==> config.mk <==
export PLATFORM = sky130hd
export DESIGN_NAME = range_scan_object_segmenter_core
export DESIGN_NICKNAME = d
export VERILOG_FILES = /design/src/rsos_pkg.sv /design/src/range_scan_object_segmenter_core.sv /design/src/rsos_cfg.sv /design/src/rsos_ctrl.sv /design/src/rsos_dp.sv
export SDC_FILE = /design/constraint.sdc
export NUM_CORES = 1
export LEC_CHECK = 0
export BUFFER_PORTS_ARGS = -buffer_cell sky130_fd_sc_hd__clkbuf_2
export CAP_MARGIN = 20
export CORE_MARGIN = 2
export CORE_UTILIZATION = 30
export CTS_CLUSTER_DIAMETER = 30
export DETAILED_ROUTE_END_ITERATION = 10
export GPL_TIMING_DRIVEN = 0
export PLACE_DENSITY = 0.46
export SYNTH_ARGS = -nofsm -noshare
export SYNTH_HDL_FRONTEND = slang
export SYNTH_SLANG_ARGS = --single-unit
==> constraint.sdc <==
create_clock -name clk -period 13.66 [get_ports clk]
set_input_delay 2.732 -clock clk [delete_from_list [all_inputs] [get_ports clk]]
set_output_delay 2.732 -clock clk [all_outputs]
set_load 0.05 [all_outputs]
==> src/rsos_pkg.sv <==
// Shared types and constants of the range scan object segmenter.
package rsos_pkg;

    localparam int IN_TDATA_W   = 48;
    localparam int OUT_TDATA_W  = 48;
    localparam int SAMPLE_W     = 12;
    localparam int ANGLE_W      = 8;
    localparam int NUM_W        = 5;
    localparam int CFG_ADDR_W   = 3;
    localparam int SUM_W        = 14;
    localparam int SAMPLES_USED = 3;

    // floor(x/3) = (x * 21846) >> 16 for every x below 32768
    localparam logic [14:0] RECIP3 = 15'd21846;
    localparam logic [SAMPLE_W-1:0] DIST_NONE = '1;
    localparam logic [ANGLE_W-1:0]  WIDTH_NONE = '1;

    typedef enum logic [CFG_ADDR_W-1:0] {
        REG_MIN_VALID_DISTANCE = 3'd0,
        REG_MAX_VALID_DISTANCE = 3'd1,
        REG_MIN_VALID_COUNT    = 3'd2,
        REG_OBJECT_THRESHOLD   = 3'd3,
        REG_CHANGE_THRESHOLD   = 3'd4,
        REG_MIN_WIDTH          = 3'd5,
        REG_MAX_WIDTH          = 3'd6,
        REG_ANGLE_STEP         = 3'd7
    } reg_idx_t;

    typedef struct packed {
        logic [SAMPLE_W-1:0] min_valid_distance;
        logic [SAMPLE_W-1:0] max_valid_distance;
        logic [1:0]          min_valid_count;
        logic [SAMPLE_W-1:0] object_threshold;
        logic [SAMPLE_W-1:0] change_threshold;
        logic [ANGLE_W-1:0]  min_width;
        logic [ANGLE_W-1:0]  max_width;
        logic [ANGLE_W-1:0]  angle_step;
    } cfg_t;

    typedef struct packed {
        logic load;
        logic divide;
        logic track;
        logic close;
        logic push_rec;
        logic push_sum;
    } dp_cmd_t;

    typedef struct packed {
        logic rec_valid;
        logic final_step;
        logic out_free;
    } dp_stat_t;

    typedef enum logic [5:0] {
        ST_IDLE  = 6'b000001,
        ST_DIV   = 6'b000010,
        ST_TRACK = 6'b000100,
        ST_CLOSE = 6'b001000,
        ST_REC   = 6'b010000,
        ST_SUM   = 6'b100000
    } state_t;

endpackage

==> src/range_scan_object_segmenter_core.sv <==
// Top level of the range scan object segmenter.
//
//  port group      dir  tdata (low bit up)                              tuser       tlast
//  s_axis          in   angle, sample x3, pad                           first_step  final_step
//  m_axis          out  obj_id, start_deg, end_deg, nearest,
//                       width_deg, target_number, overflow, pad         kind        last_of_run
//  cfg             in   cfg_we / cfg_addr / cfg_wdata, write only
//
// A step passes through accept, average, track and close, then a result state (REC or
// SUM) for each result word; the averaging divide by three is a single multiply.
// A word is taken while the previous word still waits in the output register.
// rst_n clears the sweep state and loads the register defaults.
// A stalled m_axis holds the sequencer in its result state; s_axis waits meanwhile.
module range_scan_object_segmenter_core #(
    parameter int MAX_OBJECTS = 16
) (
    input  logic                             clk,
    input  logic                             rst_n,
    input  logic                             s_axis_tvalid,
    output logic                             s_axis_tready,
    input  logic [rsos_pkg::IN_TDATA_W-1:0]  s_axis_tdata,  // angle, sample x3, pad
    input  logic                             s_axis_tuser,  // first_step
    input  logic                             s_axis_tlast,  // final_step
    output logic                             m_axis_tvalid,
    input  logic                             m_axis_tready,
    output logic [rsos_pkg::OUT_TDATA_W-1:0] m_axis_tdata,  // number, start, end, nearest,
                                                            // width, target, overflow, pad
    output logic                             m_axis_tuser,  // kind
    output logic                             m_axis_tlast,  // last_of_run
    input  logic                             cfg_we,
    input  logic [rsos_pkg::CFG_ADDR_W-1:0]  cfg_addr,
    input  logic [rsos_pkg::SAMPLE_W-1:0]    cfg_wdata
);
    import rsos_pkg::*;

    cfg_t     cfg;
    dp_cmd_t  cmd;
    dp_stat_t stat;

    rsos_cfg u_cfg (
        .clk       (clk),
        .rst_n     (rst_n),
        .cfg_we    (cfg_we),
        .cfg_addr  (cfg_addr),
        .cfg_wdata (cfg_wdata),
        .cfg       (cfg)
    );

    rsos_ctrl u_ctrl (
        .clk           (clk),
        .rst_n         (rst_n),
        .s_axis_tvalid (s_axis_tvalid),
        .s_axis_tready (s_axis_tready),
        .stat          (stat),
        .cmd           (cmd)
    );

    rsos_dp #(
        .MAX_OBJECTS (MAX_OBJECTS)
    ) u_dp (
        .clk           (clk),
        .rst_n         (rst_n),
        .cfg           (cfg),
        .cmd           (cmd),
        .stat          (stat),
        .s_axis_tdata  (s_axis_tdata),
        .s_axis_tuser  (s_axis_tuser),
        .s_axis_tlast  (s_axis_tlast),
        .m_axis_tvalid (m_axis_tvalid),
        .m_axis_tready (m_axis_tready),
        .m_axis_tdata  (m_axis_tdata),
        .m_axis_tuser  (m_axis_tuser),
        .m_axis_tlast  (m_axis_tlast)
    );

endmodule

==> src/rsos_cfg.sv <==
// Configuration register bank.
module rsos_cfg (
    input  logic                            clk,
    input  logic                            rst_n,
    input  logic                            cfg_we,
    input  logic [rsos_pkg::CFG_ADDR_W-1:0] cfg_addr,
    input  logic [rsos_pkg::SAMPLE_W-1:0]   cfg_wdata,
    output rsos_pkg::cfg_t                  cfg
);
    import rsos_pkg::*;

    cfg_t cfg_reg;
    cfg_t cfg_next;

    always_comb
    begin
        cfg_next = cfg_reg;
        if (cfg_we)
        begin
            unique case (reg_idx_t'(cfg_addr))
                REG_MIN_VALID_DISTANCE: cfg_next.min_valid_distance = cfg_wdata;
                REG_MAX_VALID_DISTANCE: cfg_next.max_valid_distance = cfg_wdata;
                REG_MIN_VALID_COUNT:    cfg_next.min_valid_count    = cfg_wdata[1:0];
                REG_OBJECT_THRESHOLD:   cfg_next.object_threshold   = cfg_wdata;
                REG_CHANGE_THRESHOLD:   cfg_next.change_threshold   = cfg_wdata;
                REG_MIN_WIDTH:          cfg_next.min_width          = cfg_wdata[ANGLE_W-1:0];
                REG_MAX_WIDTH:          cfg_next.max_width          = cfg_wdata[ANGLE_W-1:0];
                REG_ANGLE_STEP:         cfg_next.angle_step         = cfg_wdata[ANGLE_W-1:0];
            endcase
        end
    end

    always_ff @(posedge clk or negedge rst_n)
    begin
        if (!rst_n)
        begin
            cfg_reg.min_valid_distance <= 12'd20;
            cfg_reg.max_valid_distance <= 12'd1100;
            cfg_reg.min_valid_count    <= 2'd2;
            cfg_reg.object_threshold   <= 12'd1000;
            cfg_reg.change_threshold   <= 12'd20;
            cfg_reg.min_width          <= 8'd4;
            cfg_reg.max_width          <= 8'd60;
            cfg_reg.angle_step         <= 8'd4;
        end
        else
        begin
            cfg_reg <= cfg_next;
        end
    end

    assign cfg = cfg_reg;

endmodule

==> src/rsos_ctrl.sv <==
// Step sequencer: accept, divide, track, close, then hand out results.
module rsos_ctrl (
    input  logic               clk,
    input  logic               rst_n,
    input  logic               s_axis_tvalid,
    output logic               s_axis_tready,
    input  rsos_pkg::dp_stat_t stat,
    output rsos_pkg::dp_cmd_t  cmd
);
    import rsos_pkg::*;

    state_t state_reg;
    state_t state_next;

    always_comb
    begin
        state_next = state_reg;
        unique case (state_reg)
            ST_IDLE:
            begin
                if (s_axis_tvalid)
                    state_next = ST_DIV;
            end
            ST_DIV:   state_next = ST_TRACK;
            ST_TRACK: state_next = ST_CLOSE;
            ST_CLOSE:
            begin
                priority if (stat.rec_valid)
                    state_next = ST_REC;
                else if (stat.final_step)
                    state_next = ST_SUM;
                else
                    state_next = ST_IDLE;
            end
            ST_REC:
            begin
                if (stat.out_free)
                    state_next = stat.final_step ? ST_SUM : ST_IDLE;
            end
            ST_SUM:
            begin
                if (stat.out_free)
                    state_next = ST_IDLE;
            end
            default:  state_next = ST_IDLE;
        endcase
    end

    always_ff @(posedge clk or negedge rst_n)
    begin
        if (!rst_n)
            state_reg <= ST_IDLE;
        else
            state_reg <= state_next;
    end

    assign s_axis_tready = (state_reg == ST_IDLE);

    always_comb
    begin
        cmd.load     = (state_reg == ST_IDLE) && s_axis_tvalid;
        cmd.divide   = (state_reg == ST_DIV);
        cmd.track    = (state_reg == ST_TRACK);
        cmd.close    = (state_reg == ST_CLOSE);
        cmd.push_rec = (state_reg == ST_REC) && stat.out_free;
        cmd.push_sum = (state_reg == ST_SUM) && stat.out_free;
    end

endmodule

==> src/rsos_dp.sv <==
// Datapath: sample filter, averaging, run tracking, object records, output word.
module rsos_dp #(
    parameter int MAX_OBJECTS = 16
) (
    input  logic                             clk,
    input  logic                             rst_n,
    input  rsos_pkg::cfg_t                   cfg,
    input  rsos_pkg::dp_cmd_t                cmd,
    output rsos_pkg::dp_stat_t               stat,
    input  logic [rsos_pkg::IN_TDATA_W-1:0]  s_axis_tdata,
    input  logic                             s_axis_tuser,
    input  logic                             s_axis_tlast,
    output logic                             m_axis_tvalid,
    input  logic                             m_axis_tready,
    output logic [rsos_pkg::OUT_TDATA_W-1:0] m_axis_tdata,
    output logic                             m_axis_tuser,
    output logic                             m_axis_tlast
);
    import rsos_pkg::*;

    localparam int CNT_W = $clog2(MAX_OBJECTS + 1);
    localparam logic [CNT_W-1:0] CAPACITY = CNT_W'(MAX_OBJECTS);

    // step registers
    logic [ANGLE_W-1:0]  angle_reg, angle_next;
    logic                final_reg, final_next;
    logic [SUM_W-1:0]    sum_reg, sum_next;
    logic [1:0]          cnt_reg, cnt_next;
    logic [SAMPLE_W-1:0] dist_reg, dist_next;
    logic                usable_reg, usable_next;
    logic                far_pend_reg, far_pend_next;
    logic                fin_pend_reg, fin_pend_next;

    // sweep state
    logic                inside_reg, inside_next;
    logic [ANGLE_W-1:0]  run_start_reg, run_start_next;
    logic [SAMPLE_W-1:0] run_nearest_reg, run_nearest_next;
    logic [SAMPLE_W-1:0] prev_dist_reg, prev_dist_next;
    logic [CNT_W-1:0]    found_reg, found_next;
    logic [ANGLE_W-1:0]  narrow_w_reg, narrow_w_next;
    logic [CNT_W-1:0]    narrow_num_reg, narrow_num_next;
    logic                dropped_reg, dropped_next;

    // pending object record
    logic [CNT_W-1:0]    rec_num_reg, rec_num_next;
    logic [ANGLE_W-1:0]  rec_start_reg, rec_start_next;
    logic [ANGLE_W-1:0]  rec_end_reg, rec_end_next;
    logic [SAMPLE_W-1:0] rec_near_reg, rec_near_next;
    logic [ANGLE_W-1:0]  rec_w_reg, rec_w_next;

    // output word
    logic                   out_valid_reg, out_valid_next;
    logic [OUT_TDATA_W-1:0] out_data_reg, out_data_next;
    logic                   out_kind_reg, out_kind_next;
    logic                   out_last_reg, out_last_next;

    logic [SAMPLE_W-1:0] smp [SAMPLES_USED];
    logic [SUM_W-1:0]    in_sum;
    logic [1:0]          in_cnt;
    logic [1:0]          need;
    logic [28:0]         prod3;
    logic [SAMPLE_W-1:0] quot;
    logic                close_now;
    logic [SAMPLE_W-1:0] delta;
    logic [SAMPLE_W-1:0] near_min;
    logic                do_close;
    logic [ANGLE_W-1:0]  end_deg;
    logic [ANGLE_W:0]    diff9;
    logic [ANGLE_W-1:0]  run_w;
    logic                width_ok;
    logic                room;
    logic                rec_hit;
    logic [CNT_W-1:0]    found_inc;
    logic                out_free;
    logic [CNT_W+NUM_W-1:0] rec_num_ext;
    logic [CNT_W+NUM_W-1:0] tgt_ext;
    logic [OUT_TDATA_W-1:0] rec_word;
    logic [OUT_TDATA_W-1:0] sum_word;

    assign smp[0] = s_axis_tdata[19:8];
    assign smp[1] = s_axis_tdata[31:20];
    assign smp[2] = s_axis_tdata[43:32];

    always_comb
    begin
        in_sum = '0;
        in_cnt = '0;
        for (int i = 0; i < SAMPLES_USED; i++)
        begin
            if (smp[i] >= cfg.min_valid_distance && smp[i] <= cfg.max_valid_distance)
            begin
                in_sum = in_sum + SUM_W'(smp[i]);
                in_cnt = in_cnt + 2'd1;
            end
        end
    end

    assign need  = (cfg.min_valid_count == 2'd0) ? 2'd1 : cfg.min_valid_count;
    assign prod3 = sum_reg * RECIP3;

    always_comb
    begin
        unique case (cnt_reg)
            2'd1:    quot = sum_reg[SAMPLE_W-1:0];
            2'd2:    quot = sum_reg[SAMPLE_W:1];
            2'd3:    quot = prod3[27:16];
            default: quot = DIST_NONE;
        endcase
    end

    assign close_now = usable_reg && (dist_reg < cfg.object_threshold);
    assign delta     = (dist_reg > prev_dist_reg) ? dist_reg - prev_dist_reg
                                                  : prev_dist_reg - dist_reg;
    assign near_min  = (dist_reg < run_nearest_reg) ? dist_reg : run_nearest_reg;

    // run closing
    assign do_close  = far_pend_reg || fin_pend_reg;
    assign end_deg   = !far_pend_reg ? angle_reg :
                       (angle_reg >= cfg.angle_step) ? angle_reg - cfg.angle_step : '0;
    assign diff9     = {1'b0, angle_reg} - {1'b0, run_start_reg};
    assign run_w     = diff9[ANGLE_W-1:0];
    assign width_ok  = !diff9[ANGLE_W] && (run_w >= cfg.min_width) && (run_w <= cfg.max_width);
    assign room      = found_reg < CAPACITY;
    assign rec_hit   = do_close && width_ok && room;
    assign found_inc = found_reg + 1'b1;

    assign out_free  = !out_valid_reg || m_axis_tready;

    assign rec_num_ext = {{NUM_W{1'b0}}, rec_num_reg};
    assign tgt_ext     = {{NUM_W{1'b0}}, narrow_num_reg};

    assign rec_word = {1'b0, dropped_reg, {NUM_W{1'b0}}, rec_w_reg, rec_near_reg,
                       rec_end_reg, rec_start_reg, rec_num_ext[NUM_W-1:0]};
    assign sum_word = {1'b0, dropped_reg, tgt_ext[NUM_W-1:0], {ANGLE_W{1'b0}},
                       {SAMPLE_W{1'b0}}, {ANGLE_W{1'b0}}, {ANGLE_W{1'b0}}, {NUM_W{1'b0}}};

    always_comb
    begin
        angle_next       = angle_reg;
        final_next       = final_reg;
        sum_next         = sum_reg;
        cnt_next         = cnt_reg;
        dist_next        = dist_reg;
        usable_next      = usable_reg;
        far_pend_next    = far_pend_reg;
        fin_pend_next    = fin_pend_reg;
        inside_next      = inside_reg;
        run_start_next   = run_start_reg;
        run_nearest_next = run_nearest_reg;
        prev_dist_next   = prev_dist_reg;
        found_next       = found_reg;
        narrow_w_next    = narrow_w_reg;
        narrow_num_next  = narrow_num_reg;
        dropped_next     = dropped_reg;
        rec_num_next     = rec_num_reg;
        rec_start_next   = rec_start_reg;
        rec_end_next     = rec_end_reg;
        rec_near_next    = rec_near_reg;
        rec_w_next       = rec_w_reg;

        priority if (cmd.load)
        begin
            angle_next = s_axis_tdata[ANGLE_W-1:0];
            final_next = s_axis_tlast;
            sum_next   = in_sum;
            cnt_next   = in_cnt;
            if (s_axis_tuser)
            begin
                inside_next      = 1'b0;
                run_start_next   = '0;
                run_nearest_next = DIST_NONE;
                prev_dist_next   = DIST_NONE;
                found_next       = '0;
                narrow_w_next    = WIDTH_NONE;
                narrow_num_next  = '0;
                dropped_next     = 1'b0;
            end
        end
        else if (cmd.divide)
        begin
            usable_next = (cnt_reg >= need) && (cnt_reg != 2'd0);
            dist_next   = ((cnt_reg >= need) && (cnt_reg != 2'd0)) ? quot : DIST_NONE;
        end
        else if (cmd.track)
        begin
            far_pend_next  = !close_now && inside_reg;
            fin_pend_next  = close_now && final_reg;
            prev_dist_next = dist_reg;
            if (close_now)
            begin
                if (!inside_reg)
                begin
                    inside_next      = 1'b1;
                    run_start_next   = angle_reg;
                    run_nearest_next = near_min;
                end
                else if (delta <= cfg.change_threshold)
                begin
                    run_nearest_next = near_min;
                end
            end
        end
        else if (cmd.close)
        begin
            if (do_close || final_reg)
            begin
                inside_next      = 1'b0;
                run_nearest_next = DIST_NONE;
            end
            if (do_close && width_ok)
            begin
                if (room)
                begin
                    found_next = found_inc;
                    if (narrow_num_reg == '0 || run_w < narrow_w_reg)
                    begin
                        narrow_w_next   = run_w;
                        narrow_num_next = found_inc;
                    end
                    rec_num_next   = found_inc;
                    rec_start_next = run_start_reg;
                    rec_end_next   = end_deg;
                    rec_near_next  = run_nearest_reg;
                    rec_w_next     = run_w;
                end
                else
                begin
                    dropped_next = 1'b1;
                end
            end
        end
        else
        begin
            angle_next = angle_reg;
        end
    end

    always_comb
    begin
        out_valid_next = out_valid_reg;
        out_data_next  = out_data_reg;
        out_kind_next  = out_kind_reg;
        out_last_next  = out_last_reg;
        priority if (cmd.push_rec)
        begin
            out_valid_next = 1'b1;
            out_data_next  = rec_word;
            out_kind_next  = 1'b0;
            out_last_next  = !final_reg;
        end
        else if (cmd.push_sum)
        begin
            out_valid_next = 1'b1;
            out_data_next  = sum_word;
            out_kind_next  = 1'b1;
            out_last_next  = 1'b1;
        end
        else if (m_axis_tready)
        begin
            out_valid_next = 1'b0;
        end
    end

    always_ff @(posedge clk or negedge rst_n)
    begin
        if (!rst_n)
        begin
            final_reg       <= 1'b0;
            far_pend_reg    <= 1'b0;
            fin_pend_reg    <= 1'b0;
            usable_reg      <= 1'b0;
            inside_reg      <= 1'b0;
            run_start_reg   <= '0;
            run_nearest_reg <= DIST_NONE;
            prev_dist_reg   <= DIST_NONE;
            found_reg       <= '0;
            narrow_w_reg    <= WIDTH_NONE;
            narrow_num_reg  <= '0;
            dropped_reg     <= 1'b0;
            out_valid_reg   <= 1'b0;
        end
        else
        begin
            final_reg       <= final_next;
            far_pend_reg    <= far_pend_next;
            fin_pend_reg    <= fin_pend_next;
            usable_reg      <= usable_next;
            inside_reg      <= inside_next;
            run_start_reg   <= run_start_next;
            run_nearest_reg <= run_nearest_next;
            prev_dist_reg   <= prev_dist_next;
            found_reg       <= found_next;
            narrow_w_reg    <= narrow_w_next;
            narrow_num_reg  <= narrow_num_next;
            dropped_reg     <= dropped_next;
            out_valid_reg   <= out_valid_next;
        end
    end

    always_ff @(posedge clk)
    begin
        angle_reg     <= angle_next;
        sum_reg       <= sum_next;
        cnt_reg       <= cnt_next;
        dist_reg      <= dist_next;
        rec_num_reg   <= rec_num_next;
        rec_start_reg <= rec_start_next;
        rec_end_reg   <= rec_end_next;
        rec_near_reg  <= rec_near_next;
        rec_w_reg     <= rec_w_next;
        out_data_reg  <= out_data_next;
        out_kind_reg  <= out_kind_next;
        out_last_reg  <= out_last_next;
    end

    assign stat.rec_valid  = rec_hit;
    assign stat.final_step = final_reg;
    assign stat.out_free   = out_free;

    assign m_axis_tvalid = out_valid_reg;
    assign m_axis_tdata  = out_data_reg;
    assign m_axis_tuser  = out_kind_reg;
    assign m_axis_tlast  = out_last_reg;

`ifndef SYNTH
    a_found_cap: assert property (@(posedge clk) disable iff (!rst_n)
        found_reg <= CAPACITY)
        else $error("object count beyond capacity");

    a_narrow_seen: assert property (@(posedge clk) disable iff (!rst_n)
        narrow_num_reg <= found_reg)
        else $error("narrowest object number beyond objects found");

    a_drop_full: assert property (@(posedge clk) disable iff (!rst_n)
        $rose(dropped_reg) |-> (found_reg == CAPACITY))
        else $error("object dropped while capacity left");

    a_final_shut: assert property (@(posedge clk) disable iff (!rst_n)
        (cmd.close && final_reg) |=> !inside_reg)
        else $error("run still open after final step");
`endif

endmodule

==> flow_summary_export.csv, run 1 <==
group,metric,value,unit
run_status,outcome,"completed",
synthesis,ys_seq_elements,263,
global_routing,grt_max_degree,86,
synthesis,synthDistinctLibCells,92,
place,hpwl,39910,um
layout,antenna_cells,0,
die,dieArea,0.06615,mm2
global_routing,grt_pass1_wl,80880,um
layout,layout_commonest_cell,"ha_1",
cts,ctsResizeCount,0,
synthesis,syn_area,0.01923,mm2
synthesis,synth_edf_count,120,
cts,htreeDepth,3,
layout,fin_area,0.02314,mm2
critical_path,crit_path_max_incr_delay,0.40,ns
hold_path,hold_path.class,"register to register",
critical_path,required,13.97,ns
critical_path,start_kind,"primary input",
cts,hold_buffers,0,
cts,cts_buffers,67,
cts,postCtsSetupBuffers,0,
cts,clockBufferDepth,3,
cts,cts_tree,"done",
routing,vias_per_cell,4.713,
place,place_area,0.02092,mm2
routing,dr.first_iter.drc_count,589,
timing,relSlewSlack,34.10,%
synthesis,avgSynthCellArea,10.63,um2
timing,max_freq,0.1306,GHz
layout,drive_above_1_share,18.95,%
cts,clockRootBuffer,"clkbuf_16",
layout,fin_nets,2412,
timing,post-route-period-util,56.04,%
timing,setup_tns,0,ns
timing,timing.final.crit_period,7.655,ns
layout,stdcell_count,2893,
critical_path,critPathKind,"primary input to register",
place,gp_congestion,0.8173,
routing,ant_nets,0,
synthesis,ys.flop_type,"edfxtp_1",
critical_path,worstPathArrival,7.96,ns
synthesis,async_flop_share,52.09,%
critical_path,crit_fanout,5,
cts,path_clk_slew,0.04,ns
routing,num_vias,13640,
layout,largest_reg_flops,74,
critical_path,cpMaxStageDelayCell,"fa_1",
die,io_pins,122,
job,max-cap-violations,0,
global_routing,grt_pass1_vias,14740,
cts,clock-sinks,263,
timing,finalMaxSlewViolations,0,
critical_path,critPathCaptureType,"register",
critical_path,critPathMostFrequentCell,"ha_1",
die,die_h,257.2,um
synthesis,syn_inst,1809,
layout,areaGrowthSynthToFinish,20.30,%
die,core_area,0.06320,mm2
die,die_width,257.2,um
global_routing,track_usage,15.47,%
synthesis,seq_area_frac_synth,37.54,%
routing,firstDrtPassIters,4,
die,start_util,30.43,%
die,row_count,92,
synthesis,syn_nets,2228,
place,numPortBuffers,113,
place,dp_cells,2770,
routing,routed_wl,49680,um
layout,fillCellCount,6344,
timing,worst_slew_pin_slew,0.9870,ns
timing,skew,0.02577,ns
routing,route.detailed.drc,0,
timing,setup_viol,0,
global_routing,antenna_found_initial,1,
layout,most-common-layout-cells,"ha_1 (287), inv_1 (256), edfxtp_1 (120)",
timing,rsz0062_at_grt,"false",
timing,final-hold-violation-count,0,
cts,clkLatencyLatePin,0.58,ns
global_routing,gr-total-overflow,0,
routing,wl_per_cell,17.17,um
synthesis,ys_warn_count,0,
[critical path, delay by kind of cell]
family | cells | cell delay (ns)
adders and majority gates | 4 | 1.11
buffers and inverters | 2 | 0.19
muxes | 2 | 0.58
AOI/OAI and AO/OA | 12 | 2.20
and+or+nand+nor | 4 | 0.84
xor gates and xnor gates | 2 | 0.31
[cell type report]
cell class	count	area (um2)	share of cell area, %
tap	846	1059	4.575
buffer	39	197.7	0.8544
timing repair buffer	115	629.4	2.720
clock buffer	86	1809	7.819
clock inverter	37	405.4	1.752
inverter	258	968.4	4.185
sequential	263	7219	31.20
multi-input combinational	1249	10850	46.89
[cell usage after synthesis, types with 5 or more instances]
cell type	count	share of area [%]
ha_1	287	19
inv_1	256	5.0
edfxtp_1	120	19
o21ai_0	91	2.4
nand2_1	88	1.7
a21oi_1	87	2.3
dfrtp_1	83	11
nor2_1	73	1.4
mux2_2	63	3.7
fa_1	62	6.5
a21o_1	58	2.3
dfstp_2	54	7.4
and2_1	49	1.6
xnor2_1	38	1.7
mux2i_1	34	1.8
clkbuf_1	24	0.47
xor2_1	24	1.1
nor2b_1	22	0.72
nor3_1	22	0.57
nand2b_1	19	0.62
nand3_1	19	0.49
nand4_1	19	0.62
a31oi_1	16	0.52
o21a_1	16	0.62
o22ai_1	13	0.42
o22a_1	11	0.50
o21bai_1	8	0.31
a221oi_1	6	0.27
dfxtp_1	6	0.62
nand4b_1	6	0.27
a211oi_1	5	0.20
and2_2	5	0.20
buf_2	5	0.13
o211ai_1	5	0.20
o21ai_1	5	0.13
[routing by layer]
layer  routed length (um)  track usage, %  up-vias
met5                    8               0        -
met4                  886           4.231        2
met3                 1739           2.620       61
met2                23390           25.86      226
met1                23660           20.58     6601
li1                     -               -     6746
[stage by stage]
step	worst slack [ns]	utilization [%]	hold WS, ns
after detailed placement	5.500	33.11	0.4348
final	6.005	36.61	0.4235
after global placement	5.491	33.00	0.4335
after CTS	6.066	36.61	0.4283
after floorplan	6.187	-	0.4249
after global routing	5.702	36.61	0.4417
[path summary, 6_finish.rpt]
path	from	end	slack [ns]	cells after the start
max	s_axis_tdata[16]	u_dp.sum_reg[11]	6.00	26
min	u_dp.run_start_reg[5]	u_dp.rec_start_reg[5]	0.42	0
max reg2reg	u_cfg.cfg[56]	u_dp.sum_reg[11]	7.71	26
min reg2reg	u_dp.run_start_reg[5]	u_dp.rec_start_reg[5]	0.42	0
max in group asynchronous	rst_n	u_cfg.cfg[49]	10.70	2
min in group asynchronous	rst_n	u_dp.run_start_reg[1]	2.13	1
[logic make-up after synthesis]
kind of cell | count (synthesis) | share of synthesized area [%]
other cells | 1 | 0.01950
flops | 263 | 37.54
buf+inv | 297 | 6.063
fa+ha+maj | 349 | 25.12
mux | 100 | 5.653
compound gates | 382 | 13.25
simple gates | 355 | 9.530
xor+xnor | 62 | 2.823
Power of run 1 is left out: the tool's default activity adds up to more than one toggle a clock period on the data nets, which glitch-free logic cannot reach.
==> inputs of run 2 (changes only) <==
--- a/config.mk
+++ b/config.mk
@@ -5,6 +5,7 @@
 export SDC_FILE = /design/constraint.sdc
 export NUM_CORES = 1
 export LEC_CHECK = 0
+export ABC_AREA = 1
 export BUFFER_PORTS_ARGS = -buffer_cell sky130_fd_sc_hd__clkbuf_2
 export CAP_MARGIN = 20
 export CORE_MARGIN = 2
@@ -12,7 +13,7 @@
 export CTS_CLUSTER_DIAMETER = 30
 export DETAILED_ROUTE_END_ITERATION = 10
 export GPL_TIMING_DRIVEN = 0
-export PLACE_DENSITY = 0.46
+export PLACE_DENSITY = 0.48
 export SYNTH_ARGS = -nofsm -noshare
 export SYNTH_HDL_FRONTEND = slang
 export SYNTH_SLANG_ARGS = --single-unit
==> constraint.sdc (replaced) <==
create_clock -name clk -period 6.7 [get_ports clk]
set_input_delay 1.34 -clock clk [delete_from_list [all_inputs] [get_ports clk]]
set_output_delay 1.34 -clock clk [all_outputs]
set_load 0.05 [all_outputs]
==> flow_summary_export.csv, run 2 <==
group,metric,value,unit
cts,clock-sinks,263,
cts,clockBufferDepth,3,
timing,max_freq,0.1880,GHz
synthesis,avgSynthCellArea,8.264,um2
timing,skew,0.04214,ns
critical_path,crit_path_max_incr_delay,0.35,ns
synthesis,synth_top_cell_by_area,"edfxtp_1",
cts,path_clk_slew,0.05,ns
layout,utilization,36.06,%
layout,areaGrowthSynthToFinish,18.74,%
critical_path,r2r_start,"u_dp.sum_reg[5]",
timing,setup_tns,0,ns
layout,seqCellArea,0.007219,mm2
die,row_count,95,
die,die_h,265.0,um
place,dp_cells,3463,
synthesis,synth_area_leaders,"edfxtp_1 (18%), ha_1 (18%), nand2_1 (10%), dfrtp_1 (10%), inv_1 (8.2%)",
timing,rsz0062_at_grt,"false",
synthesis,syn_inst,2472,
place,numPortBuffers,116,
global_routing,grt_pass1_wl,91020,um
synthesis,ys_warn_count,0,
synthesis,syn_nets,2891,
critical_path,crit_fanout,10,
synthesis,synth_commonest_cells,"nand2_1 (558), inv_1 (446), ha_1 (287), nor2_1 (177), a21oi_1 (151)",
synthesis,synth_edf_count,120,
die,die_width,265.0,um
die,core_area,0.06728,mm2
routing,ant_nets,0,
timing,finalMaxSlewViolations,0,
cts,clkLatencyLatePin,0.61,ns
synthesis,syn_area,0.02043,mm2
cts,clockRootBuffer,"clkbuf_16",
cts,htreeDepth,2,
critical_path,critPathCaptureType,"register",
critical_path,required,7.07,ns
layout,layout_commonest_cell,"nand2_1",
cts,postCtsSetupBuffers,0,
cts,ctsResizeCount,0,
layout,largest_reg_flops,74,
layout,antenna_cells,0,
layout,stdcell_count,3577,
die,start_util,30.37,%
routing,dr.first_iter.drc_count,948,
critical_path,worstPathArrival,5.69,ns
routing,vias_per_cell,4.666,
critical_path,start_kind,"primary input",
synthesis,synthDistinctLibCells,53,
synthesis,async_flop_share,52.09,%
cts,hold_buffers,0,
critical_path,reg2reg_slack,1.40,ns
timing,setup_viol,0,
timing,final-hold-violation-count,0,
layout,fin_nets,3071,
synthesis,synth_top_cell_area_share,17.64,%
routing,route.detailed.drc,0,
timing,worst_slew_pin_slew,0.9032,ns
layout,most-common-layout-cells,"nand2_1 (557), inv_1 (445), ha_1 (287)",
die,dieArea,0.07020,mm2
global_routing,track_usage,16.20,%
place,gp_congestion,0.9157,
global_routing,grt_max_degree,95,
routing,num_vias,16690,
place,hpwl,45610,um
synthesis,ys.flop_type,"edfxtp_1",
timing,post-route-period-util,79.37,%
routing,routed_wl,56110,um
die,io_pins,122,
timing,relSlewSlack,39.70,%
layout,multi_input_area,0.01127,mm2
critical_path,cpMaxStageDelayCell,"clkbuf_1",
critical_path,critPathKind,"primary input to register",
job,max-cap-violations,0,
synthesis,seq_area_frac_synth,35.34,%
layout,drive_above_1_share,12.54,%
cts,cts_buffers,60,
run_status,outcome,"completed",
routing,wl_per_cell,15.69,um
global_routing,grt_pass1_vias,17170,
synthesis,ys_seq_elements,263,
timing,timing.final.crit_period,5.318,ns
global_routing,gr-total-overflow,0,
global_routing,antenna_found_initial,0,
layout,fillCellCount,7049,
routing,firstDrtPassIters,5,
cts,cts_tree,"done",
synthesis,yosysMostFrequentCell,"nand2_1",
hold_path,hold_path.class,"register to register",
critical_path,startpoint,"s_axis_tdata[19]",
hold_path,hold_start,"u_dp.narrow_w_reg[1]",
-- run 2: area by class of cell --
cell class                      count  area share [%]
Sequential cell                   263           29.76
Timing Repair Buffer              118           2.625
Tap cell                          873           4.503
Inverter                          452           6.994
Multi-Input combinational cell   1713           46.47
Buffer                             44           1.001
Clock inverter                     41           1.872
Clock buffer                       73           6.772
-- run 2: critical path: cells and delay by family --
kind | cells | cell delay (ns)
and+or+nand+nor | 17 | 2.26
buffers and inverters | 4 | 0.67
AOI/OAI and AO/OA | 2 | 0.31
xor gates and xnor gates | 1 | 0.15
adders and majority gates | 3 | 0.95
-- run 2: path summary, 6_finish.rpt --
path,cells after the start,endpoint
setup / recovery,27,u_dp.sum_reg[13]
setup reg to reg,18,u_dp.dist_reg[6]
hold / removal,2,u_dp.narrow_w_reg[1]
hold reg to reg,2,u_dp.narrow_w_reg[1]
max in group asynchronous,2,u_cfg.cfg[44]
min in group asynchronous,1,u_dp.run_start_reg[3]
-- run 2: kinds of logic (layout without fill, tap and decap cells) --
group                      count (synthesis)  in the layout  share of synthesized area [%]
DFF                                      263            263                          35.34
buffers and inverters                    496            728                          9.493
adders and majority gates                349            349                          23.65
other                                      1              1                        0.01836
and+or+nand+nor                          939            939                          19.34
xor gates and xnor gates                  50             50                          2.144
AOI/OAI and AO/OA                        374            374                          10.01
-- run 2: layer usage --
| layer | GRT usage (%) | up-vias | wire length, um |
|---|---|---|---|
| met5 | 0 | - | 0 |
| met4 | 4.382 | 0 | 1311 |
| met3 | 2.229 | 101 | 2167 |
| met2 | 28.15 | 319 | 26780 |
| met1 | 21.04 | 7859 | 25850 |
| li1 | - | 8413 | - |
-- run 2: stage by stage --
step           area (um2)  hold slack (ns)  setup WS [ns]
6_report            24260           0.4617          1.382
5_1_grt             24260           0.4772         0.8918
3_3_place_gp        22100           0.4520         0.8895
4_1_cts             24260           0.4637          1.400
2_1_floorplan       20430           0.4419          1.799
3_5_place_dp        22160           0.4573         0.8506
Power of run 2 is left out for the same reason.
==> inputs of run 3 (changes only) <==
--- a/config.mk
+++ b/config.mk
@@ -13,7 +13,7 @@
 export CTS_CLUSTER_DIAMETER = 30
 export DETAILED_ROUTE_END_ITERATION = 10
 export GPL_TIMING_DRIVEN = 0
-export PLACE_DENSITY = 0.48
+export PLACE_DENSITY = 0.46
 export SYNTH_ARGS = -nofsm -noshare
 export SYNTH_HDL_FRONTEND = slang
 export SYNTH_SLANG_ARGS = --single-unit
==> constraint.sdc (replaced) <==
create_clock -name clk -period 5.1 [get_ports clk]
set_input_delay 1.02 -clock clk [delete_from_list [all_inputs] [get_ports clk]]
set_output_delay 1.02 -clock clk [all_outputs]
set_load 0.05 [all_outputs]
==> flow_summary_export.csv, run 3 (synthesis results as in run 2) <==
group,metric,value,unit
timing,setup_tns,0,ns
die,start_util,30.37,%
critical_path,critPathKind,"register to register",
critical_path,crit_path_max_incr_delay,0.62,ns
layout,most-common-layout-cells,"nand2_1 (552), inv_1 (445), ha_1 (269)",
critical_path,cp_top_family,"adder cells",
place,pre_cts_ws,-0.3758,ns
hold_path,hold_path.class,"primary input to asynchronous set/reset pin",
routing,routed_wl,58080,um
cts,clockBufferDepth,3,
cts,cts_tree,"done",
die,row_count,95,
global_routing,grt_pass1_vias,17460,
critical_path,critPathCaptureType,"register",
die,io_pins,122,
job,max-cap-violations,0,
critical_path,start_kind,"register",
global_routing,gr-total-overflow,0,
global_routing,track_usage,16.67,%
place,hpwl,45720,um
timing,timing.final.ws_setup,0.2102,ns
place,dp_cells,3464,
critical_path,crit_fanout,6,
die,die_h,265.0,um
timing,setup_viol,0,
die,die_width,265.0,um
layout,layout_commonest_cell,"nand2_1",
routing,vias_per_cell,4.680,
layout,antenna_cells,0,
cts,path_clk_slew,0.04,ns
critical_path,crit_chain,"ha_4 -> inv_1 -> fa_1 -> fa_1 -> fa_1 -> inv_1 -> fa_2 -> ha_4 -> ha_4 -> a21oi_2 -> o21a_1 -> a21boi_1 -> nand3_1 -> or2_2 -> nand3_1 -> nand2_1",
die,core_area,0.06728,mm2
layout,largest_reg_flops,74,
routing,firstDrtPassIters,5,
critical_path,required,5.42,ns
cts,cts_buffers,74,
place,gp_congestion,0.8910,
run_status,outcome,"completed",
layout,drive_above_1_share,15.29,%
timing,max_freq,0.2045,GHz
critical_path,worstPathArrival,5.21,ns
layout,utilization,37.66,%
layout,areaGrowthSynthToFinish,24.02,%
routing,num_vias,16970,
cts,htreeDepth,3,
critical_path,cpMaxStageDelayCell,"fa_2",
routing,route.detailed.drc,0,
timing,timing.final.crit_period,4.890,ns
routing,ant_nets,0,
routing,wl_per_cell,16.02,um
layout,fin_nets,3111,
global_routing,grt_max_degree,94,
critical_path,cp_num_buf_inv,2,
timing,worst_slew_pin_slew,0.6665,ns
timing,skew,0.03808,ns
global_routing,antenna_found_initial,0,
cts,clkLatencyLatePin,0.60,ns
die,dieArea,0.07020,mm2
place,numPortBuffers,116,
routing,dr.first_iter.drc_count,848,
cts,clock-sinks,263,
timing,post-route-period-util,95.88,%
timing,relSlewSlack,55.23,%
timing,final-hold-violation-count,0,
cts,hold_buffers,0,
global_routing,grt_pass1_wl,92920,um
timing,finalMaxSlewViolations,0,
cts,clockRootBuffer,"clkbuf_16",
layout,stdcell_count,3626,
==> run 3: changes by cell type in the layout (fill, tap and decap cells not counted), sizes merged <==
cell,delta
inv,-1
clkinv,-6
bufinv,+5
buf,+26
clkbuf,+28
clkinvlp,-3
==> run 3: layer usage <==
metal | part of all wire [%] | vias up | global-route usage (%)
li1 | - | 8511 | -
met1 | 47 | 8053 | 21.90
met2 | 47 | 310 | 28.24
met3 | 3.4 | 95 | 2.712
met4 | 2.4 | 0 | 4.764
met5 | 0 | - | 0
==> run 3: layout make-up <==
type                            instances  area, um2
Clock inverter                         36      588.1
Sequential cell                       263       7219
Fill cell                            6941      41940
Buffer                                 44      250.2
Timing Repair Buffer                  144      844.6
Tap cell                              873       1092
Clock buffer                          101       2063
Multi-Input combinational cell       1713      11580
Inverter                              452       1697
==> run 3: stage by stage <==
step | hold WS (ns) | area [um2]
floorplan | 0.4419 | 20430
global placement | 0.4519 | 22100
detailed placement | 0.4524 | 22180
CTS | 0.3386 | 24930
global route | 0.3580 | 25340
finish | 0.3562 | 25340
==> run 3: worst paths after layout <==
path                                      startpoint                    end  slack, ns  depth (start not counted)
min in group clk                u_dp.narrow_w_reg[5]   u_dp.narrow_w_reg[5]       0.46                          2
worst min register to register  u_dp.narrow_w_reg[5]   u_dp.narrow_w_reg[5]       0.46                          2
worst max-delay path                 u_dp.sum_reg[3]       u_dp.dist_reg[4]       0.21                         16
worst min-delay path                           rst_n  u_dp.run_start_reg[6]       0.36                          1
worst max register to register       u_dp.sum_reg[3]       u_dp.dist_reg[4]       0.21                         16
max in group asynchronous                      rst_n          u_cfg.cfg[44]       3.86                          2
==> run 3: what timing repair did <==
action	in CTS	in global routing
endpoints found under the setup margin	6	19
pin swaps	2	13
setup buffers	9	16
resized for setup	6	57
Power of run 3 is left out for the same reason.
